===== config.mk =====
export PLATFORM = sky130hd
export DESIGN_NAME = wav_header_checker_top
export DESIGN_NICKNAME = d
export VERILOG_FILES = /design/src/rtl/core/wavhc_pkg.sv /design/src/rtl/core/wavhc_cfg_regs.sv /design/src/rtl/core/wavhc_parser.sv /design/src/rtl/core/wav_header_checker_top.sv
export SDC_FILE = /design/constraint.sdc
export NUM_CORES = 1
export LEC_CHECK = 0
export BUFFER_PORTS_ARGS = -buffer_cell sky130_fd_sc_hd__buf_4
export CAP_MARGIN = 30
export CORE_MARGIN = 1
export CORE_UTILIZATION = 50
export DETAILED_ROUTE_END_ITERATION = 10
export PLACE_DENSITY_LB_ADDON = 0.25
export SLEW_MARGIN = 20
export SYNTH_ARGS = -nofsm -noshare
export SYNTH_HDL_FRONTEND = slang
export SYNTH_HIERARCHICAL = 1
export SYNTH_SLANG_ARGS = --single-unit

===== constraint.sdc =====
create_clock -name clk -period 10.7 [get_ports clk]
set_input_delay 2.14 -clock clk [delete_from_list [all_inputs] [get_ports clk]]
set_output_delay 2.14 -clock clk [all_outputs]
set_load 0.01 [all_outputs]

===== src/rtl/core/wavhc_pkg.sv =====
// wav header checker package: phase codes, tags, status codes, shared structs
`timescale 1ns / 1ps

package wavhc_pkg;

	localparam int unsigned OUT_TDATA_W = 120;

	localparam logic [31:0] TAG_RIFF = 32'h4646_4952;
	localparam logic [31:0] TAG_WAVE = 32'h4556_4157;
	localparam logic [31:0] TAG_FMT  = 32'h2074_6D66;
	localparam logic [31:0] TAG_FACT = 32'h7463_6166;
	localparam logic [31:0] TAG_LIST = 32'h5453_494C;
	localparam logic [31:0] TAG_DATA = 32'h6174_6164;

	localparam logic [31:0] RATE_RESET     = 32'd44100;
	localparam logic [15:0] BITS_RESET     = 16'd16;
	localparam logic [15:0] CHANNELS_RESET = 16'd1;
	localparam logic [15:0] FMT_PCM        = 16'd1;

	typedef enum logic [1:0] {
		CFG_RATE     = 2'd0,
		CFG_BITS     = 2'd1,
		CFG_CHANNELS = 2'd2
	} cfg_index_t;

	typedef enum logic [3:0] {
		ST_OK         = 4'd0,
		ST_NO_RIFF    = 4'd1,
		ST_NO_WAVE    = 4'd2,
		ST_NO_FMT     = 4'd3,
		ST_COMPRESSED = 4'd4,
		ST_CHANNELS   = 4'd5,
		ST_RATE       = 4'd6,
		ST_BITS       = 4'd7,
		ST_NO_DATA    = 4'd8
	} status_t;

	typedef enum logic [15:0] {
		PH_RIFF        = 16'h0001,
		PH_RIFF_SIZE   = 16'h0002,
		PH_WAVE        = 16'h0004,
		PH_FMT         = 16'h0008,
		PH_FMT_SIZE    = 16'h0010,
		PH_AUDIO_FMT   = 16'h0020,
		PH_CHANNELS    = 16'h0040,
		PH_RATE        = 16'h0080,
		PH_BYTE_RATE   = 16'h0100,
		PH_BLOCK_ALIGN = 16'h0200,
		PH_BITS        = 16'h0400,
		PH_CHUNK_ID    = 16'h0800,
		PH_SKIP_SIZE   = 16'h1000,
		PH_SKIPPING    = 16'h2000,
		PH_DATA_ID     = 16'h4000,
		PH_DATA_SIZE   = 16'h8000
	} phase_t;

	typedef struct packed {
		logic [31:0] rate;
		logic [15:0] bits;
		logic [15:0] channels;
	} cfg_t;

	typedef struct packed {
		logic [15:0] block_align_out;
		logic [31:0] byte_rate_out;
		logic [30:0] sample_count;
		logic [31:0] data_offset;
		status_t     status;
	} result_t;

	// two-byte fields finish on the second byte
	function automatic logic is_two_byte(input phase_t ph);
		is_two_byte = (ph == PH_AUDIO_FMT) || (ph == PH_CHANNELS) ||
			(ph == PH_BLOCK_ALIGN) || (ph == PH_BITS);
	endfunction

endpackage


===== src/rtl/core/wavhc_cfg_regs.sv =====
// configuration registers for expected rate, bits per sample and channel count
`timescale 1ns / 1ps

module wavhc_cfg_regs (
	input  logic               clk,
	input  logic               arst_n,
	input  logic               cfg_valid,
	output logic               cfg_ready,
	input  logic [1:0]         cfg_index,
	input  logic [31:0]        cfg_data,
	output wavhc_pkg::cfg_t    cfg
);
	import wavhc_pkg::*;

	logic [31:0] rate_q;
	logic [15:0] bits_q;
	logic [15:0] channels_q;

	assign cfg_ready = 1'b1;

	always_ff @(posedge clk or negedge arst_n) begin
		if (!arst_n) begin
			rate_q     <= RATE_RESET;
			bits_q     <= BITS_RESET;
			channels_q <= CHANNELS_RESET;
		end else if (cfg_valid) begin
			case (cfg_index_t'(cfg_index))
				CFG_RATE:     rate_q     <= cfg_data;
				CFG_BITS:     bits_q     <= cfg_data[15:0];
				CFG_CHANNELS: channels_q <= cfg_data[15:0];
				default:      ;
			endcase
		end
	end

	assign cfg.rate     = rate_q;
	assign cfg.bits     = bits_q;
	assign cfg.channels = channels_q;

endmodule


===== src/rtl/core/wavhc_parser.sv =====
// header field state machine: one byte per step, result on completion or failure
`timescale 1ns / 1ps

module wavhc_parser (
	input  logic               clk,
	input  logic               arst_n,
	input  logic               step,
	input  logic [7:0]         data_byte,
	input  logic               restart,
	input  wavhc_pkg::cfg_t    cfg,
	output logic               emit,
	output wavhc_pkg::result_t result
);
	import wavhc_pkg::*;

	phase_t      phase_q, ph_c, ph_n;
	logic [1:0]  idx_q, idx_c, idx_n, idx_inc;
	logic [31:0] shift_q, shift_c, shift_n;
	logic [31:0] pos_q, pos_c, pos_n;
	logic [31:0] skip_q, skip_c, skip_n;
	logic [31:0] brate_q, brate_c, brate_n;
	logic [15:0] balign_q, balign_c, balign_n;
	logic        fin_q, fin_c, fin_n;
	logic [31:0] v;
	logic        complete;
	status_t     stat;
	logic [31:0] offset;
	logic [30:0] count;

	// restart clears the parser before the byte is taken
	always_comb begin
		ph_c     = restart ? PH_RIFF : phase_q;
		idx_c    = restart ? 2'd0    : idx_q;
		shift_c  = restart ? 32'd0   : shift_q;
		pos_c    = restart ? 32'd0   : pos_q;
		skip_c   = restart ? 32'd0   : skip_q;
		brate_c  = restart ? 32'd0   : brate_q;
		balign_c = restart ? 16'd0   : balign_q;
		fin_c    = restart ? 1'b0    : fin_q;
	end

	always_comb begin
		ph_n     = ph_c;
		idx_n    = idx_c;
		shift_n  = shift_c;
		pos_n    = pos_c;
		skip_n   = skip_c;
		brate_n  = brate_c;
		balign_n = balign_c;
		fin_n    = fin_c;
		emit     = 1'b0;
		stat     = ST_OK;
		offset   = 32'd0;
		count    = 31'd0;
		idx_inc  = idx_c + 2'd1;
		v        = shift_c | ({24'd0, data_byte} << {idx_c, 3'b000});
		complete = (idx_inc == 2'd0) || (is_two_byte(ph_c) && idx_inc == 2'd2);
		if (!fin_c) begin
			pos_n = (pos_c == 32'hFFFF_FFFF) ? pos_c : pos_c + 32'd1;
			if (ph_c == PH_SKIPPING) begin
				skip_n = skip_c - 32'd1;
				if (skip_n == 32'd0) begin
					ph_n = PH_DATA_ID;
				end
			end else if (!complete) begin
				shift_n = v;
				idx_n   = idx_inc;
			end else begin
				shift_n = 32'd0;
				idx_n   = 2'd0;
				case (ph_c)
					PH_RIFF: begin
						if (v != TAG_RIFF) begin
							emit = 1'b1;
							stat = ST_NO_RIFF;
						end else ph_n = PH_RIFF_SIZE;
					end
					PH_RIFF_SIZE: ph_n = PH_WAVE;
					PH_WAVE: begin
						if (v != TAG_WAVE) begin
							emit = 1'b1;
							stat = ST_NO_WAVE;
						end else ph_n = PH_FMT;
					end
					PH_FMT: begin
						if (v != TAG_FMT) begin
							emit = 1'b1;
							stat = ST_NO_FMT;
						end else ph_n = PH_FMT_SIZE;
					end
					PH_FMT_SIZE: ph_n = PH_AUDIO_FMT;
					PH_AUDIO_FMT: begin
						if (v != {16'd0, FMT_PCM}) begin
							emit = 1'b1;
							stat = ST_COMPRESSED;
						end else ph_n = PH_CHANNELS;
					end
					PH_CHANNELS: begin
						if (v != {16'd0, cfg.channels}) begin
							emit = 1'b1;
							stat = ST_CHANNELS;
						end else ph_n = PH_RATE;
					end
					PH_RATE: begin
						if (v != cfg.rate) begin
							emit = 1'b1;
							stat = ST_RATE;
						end else ph_n = PH_BYTE_RATE;
					end
					PH_BYTE_RATE: begin
						brate_n = v;
						ph_n    = PH_BLOCK_ALIGN;
					end
					PH_BLOCK_ALIGN: begin
						balign_n = v[15:0];
						ph_n     = PH_BITS;
					end
					PH_BITS: begin
						if (v != {16'd0, cfg.bits}) begin
							emit = 1'b1;
							stat = ST_BITS;
						end else ph_n = PH_CHUNK_ID;
					end
					PH_CHUNK_ID: begin
						if (v == TAG_FACT || v == TAG_LIST) begin
							ph_n = PH_SKIP_SIZE;
						end else if (v != TAG_DATA) begin
							emit = 1'b1;
							stat = ST_NO_DATA;
						end else ph_n = PH_DATA_SIZE;
					end
					PH_SKIP_SIZE: begin
						skip_n = v;
						ph_n   = (v == 32'd0) ? PH_DATA_ID : PH_SKIPPING;
					end
					PH_DATA_ID: begin
						if (v != TAG_DATA) begin
							emit = 1'b1;
							stat = ST_NO_DATA;
						end else ph_n = PH_DATA_SIZE;
					end
					PH_DATA_SIZE: begin
						emit   = 1'b1;
						stat   = ST_OK;
						offset = pos_n;
						count  = v[31:1];
					end
					default: ;
				endcase
				if (emit) begin
					fin_n = 1'b1;
				end
			end
		end
	end

	assign result.status          = stat;
	assign result.data_offset     = offset;
	assign result.sample_count    = count;
	assign result.byte_rate_out   = brate_c;
	assign result.block_align_out = balign_c;

	always_ff @(posedge clk or negedge arst_n) begin
		if (!arst_n) begin
			phase_q  <= PH_RIFF;
			idx_q    <= 2'd0;
			shift_q  <= 32'd0;
			pos_q    <= 32'd0;
			skip_q   <= 32'd0;
			brate_q  <= 32'd0;
			balign_q <= 16'd0;
			fin_q    <= 1'b0;
		end else if (step) begin
			phase_q  <= ph_n;
			idx_q    <= idx_n;
			shift_q  <= shift_n;
			pos_q    <= pos_n;
			skip_q   <= skip_n;
			brate_q  <= brate_n;
			balign_q <= balign_n;
			fin_q    <= fin_n;
		end
	end

`ifndef NO_ASSERTIONS
	a_no_result_after_finish: assert property (@(posedge clk) disable iff (!arst_n)
		step && emit |-> !fin_q || restart)
		else $error("result produced after the parser finished");
	a_skip_nonzero: assert property (@(posedge clk) disable iff (!arst_n)
		phase_q == PH_SKIPPING |-> skip_q != 32'd0)
		else $error("skipping with nothing left to skip");
	a_finish_latches: assert property (@(posedge clk) disable iff (!arst_n)
		step && emit |=> fin_q)
		else $error("finished flag not set after a result");
`endif

endmodule


===== src/rtl/core/wav_header_checker_top.sv =====
// wav header checker top level: input register, parser and result register
`timescale 1ns / 1ps

// Takes a WAV file one byte per request on the s_ side, tuser set on the first byte of a
// new file, and returns one request on the m_ side when the data chunk size has been read
// or at the first failed header check; later bytes are dropped until the next restart.
// One byte is taken every cycle while no result waits on m_tready; input stalls only then.
// The parser state machine sits between the input register and the result register, so
// a result passes from its last byte through both registers before it appears on m_.
// Expected rate, bits per sample and channel count go in on the cfg port (index 0, 1, 2);
// the user writes them only while no file is in flight; the block does not enforce it.

module wav_header_checker_top (
	input  logic         clk,
	input  logic         arst_n,
	input  logic         s_tvalid,
	output logic         s_tready,
	input  logic [7:0]   s_tdata,  // data_byte
	input  logic         s_tuser,  // restart
	output logic         m_tvalid,
	input  logic         m_tready,
	// status, data_offset, sample_count, byte_rate_out, block_align_out, zero pad
	output logic [wavhc_pkg::OUT_TDATA_W-1:0] m_tdata,
	input  logic         cfg_valid,
	output logic         cfg_ready,
	input  logic [1:0]   cfg_index,
	input  logic [31:0]  cfg_data
);
	import wavhc_pkg::*;

	cfg_t        cfg;
	result_t     res;
	result_t     result_q;
	logic        emit;
	logic        valid_s1;
	logic [7:0]  byte_s1;
	logic        restart_s1;
	logic        out_valid_q;
	logic        advance;

	wavhc_cfg_regs u_cfg (
		.clk       (clk),
		.arst_n    (arst_n),
		.cfg_valid (cfg_valid),
		.cfg_ready (cfg_ready),
		.cfg_index (cfg_index),
		.cfg_data  (cfg_data),
		.cfg       (cfg)
	);

	assign advance  = valid_s1 && (!out_valid_q || m_tready);
	assign s_tready = !valid_s1 || advance;

	always_ff @(posedge clk or negedge arst_n) begin
		if (!arst_n) begin
			valid_s1 <= 1'b0;
		end else if (s_tready) begin
			valid_s1 <= s_tvalid;
		end
	end

	always_ff @(posedge clk) begin
		if (s_tready && s_tvalid) begin
			byte_s1    <= s_tdata;
			restart_s1 <= s_tuser;
		end
	end

	wavhc_parser u_parser (
		.clk       (clk),
		.arst_n    (arst_n),
		.step      (advance),
		.data_byte (byte_s1),
		.restart   (restart_s1),
		.cfg       (cfg),
		.emit      (emit),
		.result    (res)
	);

	always_ff @(posedge clk or negedge arst_n) begin
		if (!arst_n) begin
			out_valid_q <= 1'b0;
		end else if (advance && emit) begin
			out_valid_q <= 1'b1;
		end else if (m_tready) begin
			out_valid_q <= 1'b0;
		end
	end

	always_ff @(posedge clk) begin
		if (advance && emit) begin
			result_q <= res;
		end
	end

	assign m_tvalid = out_valid_q;
	assign m_tdata  = {{(OUT_TDATA_W - $bits(result_t)){1'b0}}, result_q};

`ifndef NO_ASSERTIONS
	a_status_range: assert property (@(posedge clk) disable iff (!arst_n)
		m_tvalid |-> result_q.status <= ST_NO_DATA)
		else $error("status code out of range");
	a_fail_zero: assert property (@(posedge clk) disable iff (!arst_n)
		m_tvalid && result_q.status != ST_OK |->
		result_q.data_offset == 32'd0 && result_q.sample_count == 31'd0)
		else $error("failure result carries offset or count");
	a_stall_cause: assert property (@(posedge clk) disable iff (!arst_n)
		!s_tready |-> out_valid_q && !m_tready)
		else $error("input stalled without output back-pressure");
	a_result_hold: assert property (@(posedge clk) disable iff (!arst_n)
		out_valid_q && !m_tready |=> out_valid_q && $stable(result_q))
		else $error("pending result lost or changed");
`endif

endmodule


==> run metrics <==
run status=complete, no violations; Final #Nets=2164; Starting DRT DRC Count=1595; Filler cells=3398; site row count=72; Die Height=200 um; DRC=0; full die area=0.0401 mm2; clock root cell=clkbuf_16; share of post-route cells with drive strength above 1=0.187; largest net degree at the start of global routing=158; mapped cell area=0.0197 mm2; Post-DRT Antenna Nets=0; RSZ-0062 raised after global routing=no; Synth Warn #=6; Max IR drop VDD=0.000141 V; Power Dens Cells=191 mW/mm2; Synth Instances=2021; setup bufs post-CTS=0; post-cts sizing count=0; WL final=59300 um; Finished Layout Cells=2660; worst reg-to-reg setup slack=4.89 ns; CP Class=flip-flop to flip-flop; Startpoint Class=flip-flop; Post-CTS Hold Buffers=0; clock sink count=353; area occupied by multi-input gates=0.00940 mm2; fin crit share=0.543; predominant post-synthesis flop cell=dfrtp_1; Overflow after GRT=0; Tot GR Track Use=0.292; placed standard-cell area=0.0211 mm2; Min Clock Period, post-route=5.81 ns; DR WL/cell=22.3 um; Starting Density=0.507; relative slew slack=0.343; Final Setup Violations=0; initial antenna violation count=1; setup tns final=0 ns; Port Buf Inserts=164; fmax=172 MHz; EDFF count, synth=124; number of global-route vias before repair=15400; fin. max-slew vios=0; CTS clk-pin slew, worst paths=0.06 ns; Inst Count DP=2585; Place WS=4.75 ns; TritonCTS clock tree=yes; worst endpoint required time=10.95 ns; clock tree buffer depth=3; post-synthesis sequential area ratio=0.482; Hold Crit Class=flip-flop to flip-flop; io pins=171; Avg Inst Size Synth=9.73 um2; H-Tree Depth=2; critical path arrival=6.06 ns; Most Crowded Layer GR=met2; max-cap viol count=0; core area=0.0387 mm2; Die W=200 um; Async S/R FF share, synth=0.649; Worst Slack Setup Final=4.89 ns; worst-skew pair later-pin latency=0.58 ns; #FFs+latches synth=353; post-route cell area=0.0224 mm2; clk_skew=0.0233 ns; CTS Buf Count=40; Worst Tran Pin Value=0.982 ns; Layout area overhead=14.2%; met1 Use GR=0.414; Vias/cell=6.17; CP endpoint kind=flip-flop; Via Count=16400; DP HPWL=41200 um; Worst Path Max Fanout=157; Reg area=0.00947 mm2; endpoints failing hold=0; grt met3 use=0.0454; Hold Slack=0.472 ns; Leakage Power=8.92 nW; TritonRoute pass-1 iters=8; ANT cells=0; Synth cell types=118; GP Congestion=0.974; GR met2 Demand/Resource=0.458; first-pass GRT wire length=90900 um
[through the flow]
| stage | util | total power [W] |
|---|---|---|
| finish | 0.579 | 0.00429 |
| floorplan | - | 0.00251 |
| detailed placement | 0.544 | 0.00290 |
| global placement | 0.543 | 0.00288 |
| CTS | 0.577 | 0.00428 |
| global route | 0.579 | 0.00447 |
[per-layer routing]
metal | part of all wire | vias to the layer above
met2 | 0.46 | 745
li1 | - | 7544
met3 | 0.073 | 127
met4 | 0.034 | 0
met1 | 0.44 | 7989
met5 | 0 | -
[layout by cell type (no fill, tap or decap), types with 30 or more instances in the layout]
cell type and n:
a21oi_1 80, and3_1 43, buf_4 184, clkbuf_16 40
dfrtp_1 220, edfxtp_1 124, mux2_2 69, nand2_1 223
nand3_1 47, nand4_1 31, nor2_1 182, nor2b_1 88
nor3_1 57, nor4_1 49, o21ai_0 137, o31ai_1 35
xnor2_1 30
[Yosys cell counts (all sizes together) (6+ instances only)]
library cell	number	area (um2)
a211oi	22	165
a21o	6	45.0
a21oi	82	414
a22o	6	52.6
a311oi	6	52.6
a31oi	25	169
and2	21	131
and3	44	277
and4	10	87.6
and4b	7	70.1
buf	60	405
clkbuf	85	330
dfrtp	220	5510
dfstp	9	236
edfxtp	124	3720
inv	29	109
mux2	71	800
mux2i	30	324
nand2	226	848
nand2b	16	100
nand3	48	245
nand3b	15	133
nand4	32	206
nor2	187	719
nor2b	91	572
nor3	58	295
nor3b	12	113
nor4	54	387
nor4b	14	156
nor4bb	9	111
o211ai	6	50.1
o21a	8	60.1
o21ai	150	751
o22ai	10	68.8
o31ai	37	297
or2	18	113
or3	20	125
or3b	9	83.8
or4	8	60.1
xnor2	30	263
xor2	29	254
[area by class of cell]
type	instances	share of cell area
clock buffer	48	0.0464
multi-input combinational	1498	0.419
inverter	29	0.00485
timing repair buffer	190	0.0675
sequential	353	0.422
clock inverter	24	0.0117
tap	518	0.0289
[critical path, cell delays in order (launching register included)]
cell	delay, ns
edfxtp_1	0.37
buf_12	0.49
buf_4	0.74
mux2i_1	0.38
nand2_1	0.23
nand4_1	0.19
nor4_1	0.11
a22o_1	0.26
a311o_1	0.32
nor3b_4	0.19
and3_1	0.20
nor2_1	0.10
nand2_1	0.12
nor2b_4	0.74
buf_4	0.46
buf_16	0.32
[worst paths after layout]
check,startpoint,endpoint,cells after the start
worst max-delay path,restart_s1,m_tdata[52],15
worst min register to register,u_parser/brate_q[30],u_parser/brate_q[30],2
worst max register to register,restart_s1,m_tdata[52],15
min in group asynchronous,arst_n,u_cfg/bits_q[11],1
worst min-delay path,u_parser/brate_q[30],u_parser/brate_q[30],2
max in group asynchronous,arst_n,u_parser/shift_q[4],3
[registers in the layout, indices dropped and copies added (netlist names), 32 cells and up]
| name | flops |
|---|---|
| u_parser/brate_q | 32 |
| u_parser/pos_q | 32 |
| u_parser/shift_q | 32 |
| u_cfg/rate_q | 32 |
| u_parser/skip_q | 32 |
| m_tdata | 115 |
[where the power goes]
part	switching, W	internal [W]
logic	0.000789	0.000420
registers	0.000162	0.00155
clock network	0.000576	0.000800
total	0.00153	0.00277
[cell families (layout without fill, tap and decap cells)]
family,after synthesis,in the layout,synth area share
other cells,2,6,0.000382
mux,101,101,0.0572
fa+ha+maj,4,4,0.00255
flops,353,353,0.482
simple gates,912,912,0.253
compound gates,416,416,0.136
buf+inv,174,291,0.0430
xor+xnor,59,59,0.0263
No activity file was read; power rests on OpenSTA's default activity.
